$ cat config.mk
export PLATFORM = sky130hd
export DESIGN_NAME = weighted_random_track_selector_core
export DESIGN_NICKNAME = d
export VERILOG_FILES = /design/src/hw/rtl/wrts_pkg.sv /design/src/hw/rtl/weighted_random_track_selector_core.sv /design/src/hw/rtl/wrts_engine.sv
export VERILOG_INCLUDE_DIRS = /design/src /design/src/hw/rtl
export SDC_FILE = /design/constraint.sdc
export NUM_CORES = 1
export LEC_CHECK = 0
export BUFFER_PORTS_ARGS = -buffer_cell sky130_fd_sc_hd__buf_4
export CORE_ASPECT_RATIO = 1.5
export CORE_UTILIZATION = 59
export DETAILED_ROUTE_END_ITERATION = 10
export PLACE_DENSITY_LB_ADDON = 0.15
export SETUP_SLACK_MARGIN = 0.2
export SLEW_MARGIN = 20
export SYNTH_ARGS = -nofsm -noshare
export SYNTH_HDL_FRONTEND = slang
export SYNTH_SLANG_ARGS = --single-unit
$ cat constraint.sdc
create_clock -name clk -period 9.1 [get_ports clk]
set_input_delay 0.91 -clock clk [delete_from_list [all_inputs] [get_ports clk]]
set_output_delay 0.91 -clock clk [all_outputs]
set_load 0.1 [all_outputs]
$ cat src/hw/rtl/weighted_random_track_selector_core_macros.svh
// Assertion macros used by the track selector engine.
`ifndef WEIGHTED_RANDOM_TRACK_SELECTOR_CORE_MACROS_SVH
`define WEIGHTED_RANDOM_TRACK_SELECTOR_CORE_MACROS_SVH

// The consequent must hold in the same cycle as the antecedent.
`define WRTS_ASSERT_SAME(lbl, clk, rst, ante, cons, msg) \
  lbl: assert property (@(posedge clk) disable iff (rst) (ante) |-> (cons)) \
    else $error(msg);

// The consequent must hold in the cycle after the antecedent.
`define WRTS_ASSERT_NEXT(lbl, clk, rst, ante, cons, msg) \
  lbl: assert property (@(posedge clk) disable iff (rst) (ante) |=> (cons)) \
    else $error(msg);

`endif

$ cat src/hw/rtl/wrts_pkg.sv
// Package with the types, codes and constants of the track selector.
package wrts_pkg;

  localparam int MAX_ENTRIES = 16;
  localparam int IDX_W       = 4;
  localparam int CNT_W       = 5;
  localparam int WEIGHT_BITS = 16;
  localparam int MOOD_BITS   = 16;
  localparam int FRAC_W      = 16;
  localparam int TOTAL_W     = WEIGHT_BITS + IDX_W;
  localparam int CFG_IDX_W   = 2;
  localparam int CFG_DATA_W  = 16;

  typedef enum logic [1:0] {
    MODE_UNIFORM    = 2'd0,
    MODE_WEIGHTED   = 2'd1,
    MODE_SEQUENTIAL = 2'd2,
    MODE_MOOD       = 2'd3
  } mode_t;

  typedef enum logic [1:0] {
    STATUS_WEIGHTED = 2'd0,
    STATUS_UNIFORM  = 2'd1,
    STATUS_EMPTY    = 2'd2
  } status_t;

  typedef enum logic {
    OP_WRITE = 1'b0,
    OP_PICK  = 1'b1
  } op_t;

  typedef enum logic [CFG_IDX_W-1:0] {
    CFG_MODE   = 2'd0,
    CFG_COUNT  = 2'd1,
    CFG_ACTIVE = 2'd2,
    CFG_NONE   = 2'd3
  } cfg_idx_t;

  typedef enum logic [2:0] {
    ST_IDLE,
    ST_SCAN,
    ST_MULT,
    ST_WALK,
    ST_DONE
  } state_t;

  typedef struct packed {
    logic                 start;
    mode_t                mode;
    logic [CNT_W-1:0]     count;
    logic [MOOD_BITS-1:0] active;
    logic [FRAC_W-1:0]    fraction;
  } pick_req_t;

  typedef struct packed {
    logic                   we;
    logic [IDX_W-1:0]       index;
    logic [WEIGHT_BITS-1:0] weight;
    logic [MOOD_BITS-1:0]   moods;
  } entry_wr_t;

  typedef struct packed {
    logic             valid;
    logic [IDX_W-1:0] index;
    status_t          status;
  } pick_res_t;

endpackage

$ cat src/hw/rtl/weighted_random_track_selector_core.sv
// Top level of the weighted random track selector with stream ports.
// A write transaction leaves the block in idle, so it is ready again at once.
// A pick with entries in use runs a weight scan, a multiply step, a roulette walk that stops at
// the hit or the last entry, and a hand-off state that holds until the result is taken; an empty
// pick goes straight to the hand-off. No new item is accepted until the block is back in idle.
// Synchronous active-high reset clears configuration and control state.
module weighted_random_track_selector_core
  import wrts_pkg::*;
(
  input  logic                  clk,
  input  logic                  rst,
  input  logic                  s_axis_tvalid,
  output logic                  s_axis_tready,
  // entry_index, entry_weight, entry_moods, random_fraction, zero pad
  input  logic [55:0]           s_axis_tdata,
  // operation
  input  logic [0:0]            s_axis_tuser,
  output logic                  m_axis_tvalid,
  input  logic                  m_axis_tready,
  // picked_index, zero pad
  output logic [7:0]            m_axis_tdata,
  // pick_status
  output logic [1:0]            m_axis_tuser,
  input  logic                  cfg_we,
  input  logic [CFG_IDX_W-1:0]  cfg_index,
  input  logic [CFG_DATA_W-1:0] cfg_data
);

  mode_t                selection_mode;
  logic [CNT_W-1:0]     track_count;
  logic [MOOD_BITS-1:0] active_moods;

  logic                 out_valid;
  logic [IDX_W-1:0]     out_idx;
  status_t              out_status;

  pick_req_t            req;
  entry_wr_t            wr;
  pick_res_t            res;
  logic                 idle;
  logic                 res_take;
  logic                 in_fire;

  always_ff @(posedge clk) begin
    if (rst) begin
      selection_mode <= MODE_UNIFORM;
      track_count    <= '0;
      active_moods   <= '0;
    end else if (cfg_we) begin
      case (cfg_idx_t'(cfg_index))
        CFG_MODE:   selection_mode <= mode_t'(cfg_data[1:0]);
        CFG_COUNT:  track_count    <= cfg_data[CNT_W-1:0];
        CFG_ACTIVE: active_moods   <= cfg_data[MOOD_BITS-1:0];
        default: begin
        end
      endcase
    end
  end

  assign s_axis_tready = idle;
  assign in_fire       = s_axis_tvalid && s_axis_tready;

  always_comb begin
    req.start    = in_fire && (op_t'(s_axis_tuser[0]) == OP_PICK);
    req.mode     = selection_mode;
    req.count    = (track_count > CNT_W'(MAX_ENTRIES)) ? CNT_W'(MAX_ENTRIES) : track_count;
    req.active   = active_moods;
    req.fraction = s_axis_tdata[51:36];
    wr.we        = in_fire && (op_t'(s_axis_tuser[0]) == OP_WRITE);
    wr.index     = s_axis_tdata[3:0];
    wr.weight    = s_axis_tdata[19:4];
    wr.moods     = s_axis_tdata[35:20];
  end

  assign res_take = res.valid && (!out_valid || m_axis_tready);

  wrts_engine u_engine (
    .clk      (clk),
    .rst      (rst),
    .req      (req),
    .wr       (wr),
    .res_take (res_take),
    .res      (res),
    .idle     (idle)
  );

  always_ff @(posedge clk) begin
    if (rst) begin
      out_valid <= 1'b0;
    end else if (res_take) begin
      out_valid <= 1'b1;
    end else if (m_axis_tready) begin
      out_valid <= 1'b0;
    end
  end

  always_ff @(posedge clk) begin
    if (res_take) begin
      out_idx    <= res.index;
      out_status <= res.status;
    end
  end

  assign m_axis_tvalid = out_valid;
  assign m_axis_tdata  = {{(8 - IDX_W){1'b0}}, out_idx};
  assign m_axis_tuser  = out_status;

endmodule

$ cat src/hw/rtl/wrts_engine.sv
// Entry table and the sequencer that totals weights and walks the roulette.
`include "weighted_random_track_selector_core_macros.svh"

module wrts_engine
  import wrts_pkg::*;
(
  input  logic      clk,
  input  logic      rst,
  input  pick_req_t req,
  input  entry_wr_t wr,
  input  logic      res_take,
  output pick_res_t res,
  output logic      idle
);

  logic [WEIGHT_BITS-1:0] weight_table [MAX_ENTRIES];
  logic [MOOD_BITS-1:0]   mood_table [MAX_ENTRIES];

  state_t                 state;
  state_t                 state_next;
  logic [CNT_W-1:0]       pos;
  logic [CNT_W-1:0]       n_r;
  logic [MOOD_BITS-1:0]   act_r;
  logic [FRAC_W-1:0]      frac_r;
  logic                   weighted_mode;
  logic                   filt_mode;
  logic                   use_flt;
  logic                   uni;
  logic [TOTAL_W-1:0]     acc_all;
  logic [TOTAL_W-1:0]     acc_flt;
  logic [CNT_W-1:0]       cnt_flt;
  logic [TOTAL_W-1:0]     target;
  logic [TOTAL_W-1:0]     run;
  logic [IDX_W-1:0]       last;
  logic [IDX_W-1:0]       res_idx;
  status_t                res_status;

  logic [WEIGHT_BITS-1:0] cur_w;
  logic                   match;
  logic                   at_end;
  logic                   use_flt_c;
  logic [TOTAL_W-1:0]     total_c;
  logic [CNT_W-1:0]       cnt_c;
  logic                   uni_c;
  logic [TOTAL_W-1:0]     operand;
  logic [FRAC_W+TOTAL_W-1:0] product;
  logic                   cand;
  logic [TOTAL_W-1:0]     incr;
  logic [TOTAL_W-1:0]     run_sum;
  logic                   hit;

  assign cur_w   = weight_table[pos[IDX_W-1:0]];
  assign match   = (mood_table[pos[IDX_W-1:0]] & act_r) != '0;
  assign at_end  = (pos == n_r - CNT_W'(1));

  assign use_flt_c = filt_mode && (cnt_flt != '0);
  assign total_c   = use_flt_c ? acc_flt : acc_all;
  assign cnt_c     = use_flt_c ? cnt_flt : n_r;
  assign uni_c     = !weighted_mode || (total_c == '0);
  assign operand   = uni_c ? TOTAL_W'(cnt_c) : total_c;
  assign product   = FRAC_W'(frac_r) * operand;

  assign cand    = !use_flt || match;
  assign incr    = uni ? TOTAL_W'(1) : TOTAL_W'(cur_w);
  assign run_sum = run + incr;
  assign hit     = cand && (target < run_sum);

  always_ff @(posedge clk) begin
    if (wr.we) begin
      weight_table[wr.index] <= wr.weight;
      mood_table[wr.index]   <= wr.moods;
    end
  end

  always_comb begin
    state_next = state;
    case (state)
      ST_IDLE: begin
        if (req.start) begin
          state_next = (req.count == '0) ? ST_DONE : ST_SCAN;
        end
      end
      ST_SCAN: begin
        if (at_end) begin
          state_next = ST_MULT;
        end
      end
      ST_MULT: state_next = ST_WALK;
      ST_WALK: begin
        if (hit || at_end) begin
          state_next = ST_DONE;
        end
      end
      ST_DONE: begin
        if (res_take) begin
          state_next = ST_IDLE;
        end
      end
      default: state_next = ST_IDLE;
    endcase
  end

  always_comb begin
    idle       = (state == ST_IDLE);
    res.valid  = (state == ST_DONE);
    res.index  = res_idx;
    res.status = res_status;
  end

  always_ff @(posedge clk) begin
    if (rst) begin
      state <= ST_IDLE;
    end else begin
      state <= state_next;
    end
  end

  always_ff @(posedge clk) begin
    case (state)
      ST_IDLE: begin
        pos           <= '0;
        n_r           <= req.count;
        act_r         <= req.active;
        frac_r        <= req.fraction;
        weighted_mode <= (req.mode == MODE_WEIGHTED) || (req.mode == MODE_MOOD);
        filt_mode     <= (req.mode == MODE_MOOD) && (req.active != '0);
        acc_all       <= '0;
        acc_flt       <= '0;
        cnt_flt       <= '0;
        res_idx       <= '0;
        res_status    <= STATUS_EMPTY;
      end
      ST_SCAN: begin
        acc_all <= acc_all + TOTAL_W'(cur_w);
        if (match) begin
          acc_flt <= acc_flt + TOTAL_W'(cur_w);
          cnt_flt <= cnt_flt + CNT_W'(1);
        end
        if (!at_end) begin
          pos <= pos + CNT_W'(1);
        end
      end
      ST_MULT: begin
        pos     <= '0;
        run     <= '0;
        last    <= '0;
        use_flt <= use_flt_c;
        uni     <= uni_c;
        target  <= product[FRAC_W+TOTAL_W-1:FRAC_W];
      end
      ST_WALK: begin
        res_status <= uni ? STATUS_UNIFORM : STATUS_WEIGHTED;
        if (cand) begin
          run  <= run_sum;
          last <= pos[IDX_W-1:0];
        end
        if (hit || (at_end && cand)) begin
          res_idx <= pos[IDX_W-1:0];
        end else if (at_end) begin
          res_idx <= last;
        end else begin
          pos <= pos + CNT_W'(1);
        end
      end
      ST_DONE: begin
      end
      default: begin
      end
    endcase
  end

  `WRTS_ASSERT_SAME(a_start_idle, clk, rst, req.start, state == ST_IDLE, "pick started while busy")
  `WRTS_ASSERT_NEXT(a_empty_done, clk, rst, req.start && (req.count == '0) && idle, state == ST_DONE && res_status == STATUS_EMPTY, "empty library not reported at once")
  `WRTS_ASSERT_SAME(a_walk_range, clk, rst, state == ST_WALK || state == ST_SCAN, pos < n_r, "table position beyond entry count")
  `WRTS_ASSERT_NEXT(a_done_hold, clk, rst, state == ST_DONE && !res_take, state == ST_DONE && $stable(res_idx), "result dropped before taken")
  `WRTS_ASSERT_SAME(a_empty_zero, clk, rst, res.valid && res.status == STATUS_EMPTY, res.index == '0, "empty result with nonzero index")

endmodule

==> impl_metrics.tcl, run 1 <==
set metrics [dict create \
    status "completed" \
    power.switching_uw 5080 \
    slew_viol_final 0 \
    synth-async-reset-ratio 0 \
    grt_pass1_vias 24302 \
    critPathTopFamily "adder cells" \
    fin_crit_ps 8440 \
    skew_ps 23.4 \
    final_util 0.662 \
    numCtsBuffers 67 \
    core-area_um2 64600 \
    nNetsFinal 3374 \
    period_share 0.927 \
    initial_core_util 0.600 \
    path_common_cell "fa_1" \
    synth_cells 2767 \
    gr-total-overflow 0 \
    cts_tree "built" \
    ys_seq_elements 690 \
    min_path_type "reg2reg" \
    rsz0062_at_grt "no" \
    cp.required_ps 9470 \
    synth_top_family_by_area "adder cells" \
    tns_ps 0 \
    yosysSeqAreaShare 0.527 \
    drive_gt1_frac 0.152 \
    cp.arrival_ps 8800 \
    drc 0 \
    first_pass_iters 5 \
    netlist_top_cells_area "edfxtp_1 51%, fa_1 13%, mux4_2 8.8%" \
    rows 114 \
    worst_pin_slew_ps 964 \
    antenna_found_initial 3 \
    crit_path_max_incr_delay_ps 520 \
    yosys_warnings 0 \
    die_h_um 316 \
    cts_htree_levels 3 \
    n_fill_cell 4563 \
    wl_mm 87.2 \
    grt_start_max_net_pins 53 \
    synth_top_cell_by_area "edfxtp_1" \
    hold_buffers 0 \
    power_density_nw_per_um2 304 \
    cpMaxStageDelayCell "fa_1" \
    clock-sinks 690 \
    peakVddDrop_uv 203 \
    max_cap_viol_count 0 \
    synth.most_common_cell "edfxtp_1" \
    muxShareOfSynthArea 0.0966 \
    switching_share 0.391 \
    grt.total_usage 0.276 \
    vias 22476 \
    cp-start-kind "register" \
    dp_hpwl_mm 57.6 \
    p_int_uw 7920 \
    synth_common_cells "659 x edfxtp_1, 304 x inv_1, 294 x nand2_1" \
    clock_latency_ps 610 \
    p_comb_frac 0.458 \
    cts-root-buf "clkbuf_16" \
    pwr-share-seq 0.328 \
    clk_pin_slew_ps 60 \
    synth-edff-count 659 \
    syn_area_um2 38700 \
    finalSetupViolations 0 \
    portBuffers 83 \
    crit_path_end_kind "register" \
    synth_flop_cell "edfxtp_1" \
    area_growth_pct 10.5 \
    power_frac_clock 0.214 \
    chipWidth_um 211 \
    synth_top_area_share 0.511 \
    synthSimpleGateAreaFrac 0.0894 \
    synth_xor_area_frac 0.0163 \
    ios 92 \
    fp.dieArea_um2 66700 \
    place.gp.congestion 0.880 \
    ant_nets 0 \
    viasPerCell 5.94 \
    cts_buffer_depth 3 \
    synth_cell_types 71 \
    finalHoldViolations 0 \
    slew_headroom 0.355 \
    critPathBufInv 9 \
    critPathMaxFanout 7 \
    critical_path_class "reg2reg" \
    synth_adder_area_share 0.187 \
    timing.fmax_mhz 119 \
    grt_pass1_wl_mm 137 \
    avgSynthCellArea_um2 14.0 \
    drtIter0Drc 1523 \
    avgRoutedWirePerCell_um 23.0 \
    p_leak_uw 0.0163 \
    synth_compound_area_frac 0.0411 \
]
cell usage in the layout (no fill, tap or decap), types with 7 or more instances in the layout:
cell,n
edfxtp_1,659
inv_1,301
nand2_1,294
fa_1,252
ha_1,176
mux4_2,152
buf_4,145
and2_1,142
nor2_1,105
a21oi_1,93
clkbuf_16,69
xnor2_1,43
nor2b_1,38
a21o_1,32
o21ai_0,31
nor3_1,31
xor2_1,29
dfxtp_1,27
mux2i_1,26
nand3_1,23
and3_1,15
nand2b_1,15
nor4_1,13
nor2_4,13
a211oi_1,13
clkbuf_1,12
clkinv_1,11
a22oi_1,10
o21bai_1,10
nand4_1,8
inv_6,7
sequential cells by signal (all words and copies together), names as in the netlist, 2 cells and up, named ones only:
register	count
u_engine.mood_table	256
u_engine.weight_table	256
u_engine.acc_all	20
u_engine.acc_flt	20
u_engine.run	20
u_engine.target	20
active_moods	16
u_engine.act_r	16
u_engine.frac_r	16
track_count	5
u_engine.cnt_flt	5
u_engine.n_r	5
u_engine.pos	5
out_idx	4
u_engine.last	4
u_engine.res_idx	4
u_engine.state	3
m_axis_tuser	2
selection_mode	2
u_engine.res_status	2
layer usage:
metal,vias up,share of wire,track usage
met1,11615,0.36,0.315
met3,193,0.051,0.0434
li1,9989,-,-
met4,2,0.039,0.117
met5,-,0.00015,0
met2,677,0.55,0.511
logic make-up (layout without fill, tap and decap cells):
kind of cell / count (synthesis) / count (layout)
other cells: 1 / 6
compound gates: 245 / 245
xor+xnor: 72 / 72
simple gates: 724 / 724
buf+inv: 424 / 569
fa+ha+maj: 428 / 428
flops: 690 / 690
mux: 183 / 183
layout make-up:
| cell class | count | area, um^2 | area share |
|---|---|---|---|
| flip-flops and latches | 690 | 20400 | 0.477 |
| multi-input cells | 1656 | 16900 | 0.394 |
| clock buffers | 81 | 1770 | 0.0414 |
| inverters | 304 | 1150 | 0.0268 |
| repair buffers | 147 | 1110 | 0.0259 |
| well taps | 870 | 1090 | 0.0254 |
| clock inverters | 37 | 400 | 0.00935 |
| diodes | 2 | 5.00 | 0.000117 |
power by group through the flow:
stage,combinational [uW],clock (uW),sequential (uW)
finish,5950,2780,4260
global route,6720,2950,4290
CTS,5980,2840,4250
detailed placement,5860,0,4320
global placement,5750,0,4310
floorplan,4440,0,4040
stage by stage:
step / hold slack, ps / worst slack [ps] / area [um^2] / cells / power (uW)
after detailed placement: 405 / 259 / 40500 / 3661 / 10200
after CTS: 421 / 256 / 42700 / 3779 / 13100
after global routing: 443 / 237 / 42800 / 3786 / 14000
final: 419 / 664 / 42800 / 3787 / 13000
after global placement: 405 / 390 / 40500 / 3661 / 10100
after floorplan: 400 / 1150 / 38700 / 2770 / 8490
final timing paths:
kind | from | endpoint | slack [ps] | cells after the start
worst max-delay path | u_engine.cnt_flt[0] | u_engine.target[14] | 660 | 34
worst min-delay path | u_engine.res_idx[2] | out_idx[2] | 420 | 0
worst max register to register | u_engine.cnt_flt[0] | u_engine.target[14] | 660 | 34
worst min register to register | u_engine.res_idx[2] | out_idx[2] | 420 | 0
timing repair:
action,CTS,global route
resized for setup,0,10
endpoints found under the hold margin,0,0
setup endpoints to repair,0,10
setup buffers,0,6
No activity file was read; power rests on OpenSTA's default activity.
==> run 2, diff against run 1 <==
REMOVE_ABC_BUFFERS = 1   (was not set)
SETUP_SLACK_MARGIN = 0.4   (was 0.2)
==> impl_metrics.tcl, run 2 (synthesis results as in run 1) <==
set metrics [dict create \
    dp_hpwl_mm 59.0 \
    critPathTopFamily "adder cells" \
    area_growth_pct 10.6 \
    numCtsBuffers 66 \
    cp.required_ps 9470 \
    viasPerCell 5.92 \
    critPathBufInv 7 \
    timing.fmax_mhz 119 \
    fp.dieArea_um2 66700 \
    place_ws_ps 282 \
    rrSetupSlack_ps 680 \
    chipWidth_um 211 \
    critical_path_class "reg2reg" \
    drtIter0Drc 1439 \
    clk_pin_slew_ps 60 \
    rows 114 \
    cts_tree "built" \
    max_cap_viol_count 0 \
    cpMaxStageDelayCell "fa_1" \
    ant_nets 0 \
    final_cell_mix "659 x edfxtp_1, 302 x inv_1, 293 x nand2_1" \
    grt_pass1_vias 24548 \
    finalHoldViolations 0 \
    tns_ps 0 \
    vias 22410 \
    worst_pin_slew_ps 971 \
    grt_pass1_wl_mm 136 \
    cp-start-kind "register" \
    cts-root-buf "clkbuf_16" \
    gr-total-overflow 0 \
    grt_start_max_net_pins 57 \
    top_regs "u_engine.mood_table (256), u_engine.weight_table (256)" \
    fin_crit_ps 8420 \
    p_leak_uw 0.0164 \
    place.gp.congestion 0.852 \
    rsz0062_at_grt "no" \
    cp.arrival_ps 8780 \
    grt.total_usage 0.274 \
    slew_headroom 0.352 \
    status "completed" \
    ios 92 \
    drive_gt1_frac 0.154 \
    first_pass_iters 5 \
    fin_ws_ps 682 \
    skew_ps 25.0 \
    power_density_nw_per_um2 302 \
    cts_buffer_depth 3 \
    antenna_found_initial 3 \
    finalSetupViolations 0 \
    layout.cells.most_common "edfxtp_1" \
    crit_path_max_incr_delay_ps 530 \
    peakVddDrop_uv 183 \
    drc 0 \
    critPathMaxFanout 16 \
    portBuffers 83 \
    min_path_type "reg2reg" \
    core-area_um2 64600 \
    avgRoutedWirePerCell_um 23.0 \
    period_share 0.925 \
    crit_path_end_kind "register" \
    slew_viol_final 0 \
    clock_latency_ps 620 \
    die_h_um 316 \
    clock-sinks 690 \
    wl_mm 87.2 \
    nNetsFinal 3374 \
    path_common_cell "fa_1" \
    initial_core_util 0.600 \
    hold_ws_ps 418 \
    cts_htree_levels 3 \
]
==> run 2: cell types whose count changed in the layout (fill, tap and decap cells not counted), moves of 2 or more <==
cell / previous run / this run
inv_6: 7 / 2
clkinv_4: 1 / 4
buf_6: 1 / 3
clkbuf_16: 69 / 67
nor4_1: 13 / 10
a21oi_2: 3 / 1
nor4_2: 1 / 4
clkinv_2: 6 / 12
clkinv_16: 0 / 3
clkinv_1: 11 / 7
==> run 2: path summary, 6_finish.rpt <==
kind                          startpoint  depth (start not counted)                  end
setup / recovery    u_engine.acc_flt[19]                         32  u_engine.target[18]
setup reg to reg    u_engine.acc_flt[19]                         32  u_engine.target[18]
hold / removal    u_engine.res_status[0]                          0      m_axis_tuser[0]
hold reg to reg   u_engine.res_status[0]                          0      m_axis_tuser[0]
==> run 2: worst reg2reg max path: cells and delay by family (launching register included) <==
family                   cells  cell delay, ps
XOR/XNOR                     1             100
adder cells (fa/ha/maj)      7            3310
AND/OR/NAND/NOR              5            1030
AO/OA/AOI/OAI               12            2580
flip-flops                   1             440
buffers and inverters        7             720
==> run 2: layer usage <==
metal,GRT usage,vias up,part of all wire
met3,0.0387,229,0.050
met4,0.138,2,0.048
li1,-,9976,-
met5,0,-,0.00014
met1,0.309,11503,0.36
met2,0.505,700,0.54
==> run 2: repair_timing <==
action                                  4_1_cts  5_1_grt
hold buffers                                  0        0
resized for setup                             2       14
pin swaps                                     0        2
endpoints found under the setup margin        1       10
cloned                                        0        0
setup buffers                                 0        7
==> run 2: through the flow <==
step,power (uW),utilization,instances,area (um^2)
3_3_place_gp,10100,0.627,3661,40500
3_5_place_dp,10200,0.627,3661,40500
5_1_grt,13900,0.663,3787,42800
6_report,12900,0.663,3787,42800
4_1_cts,13000,0.661,3778,42700
2_1_floorplan,8520,-,2650,38200
==> run 2: layout make-up <==
class                      count  area [um^2]
fill                        4527        21800
sequential                   690        20400
multi-input combinational   1656        16900
clock buffer                  80         1740
inverter                     304         1140
timing repair buffer         148         1120
tap                          870         1090
clock inverter                37          440
antenna                        2         5.00
==> run 2: power by group <==
part           switching (uW)  leakage [uW]  internal (uW)
Combinational            3490       0.00892           2510
Clock                    1200       0.00106           1550
Sequential                357       0.00638           3840
Total                    5050        0.0164           7900
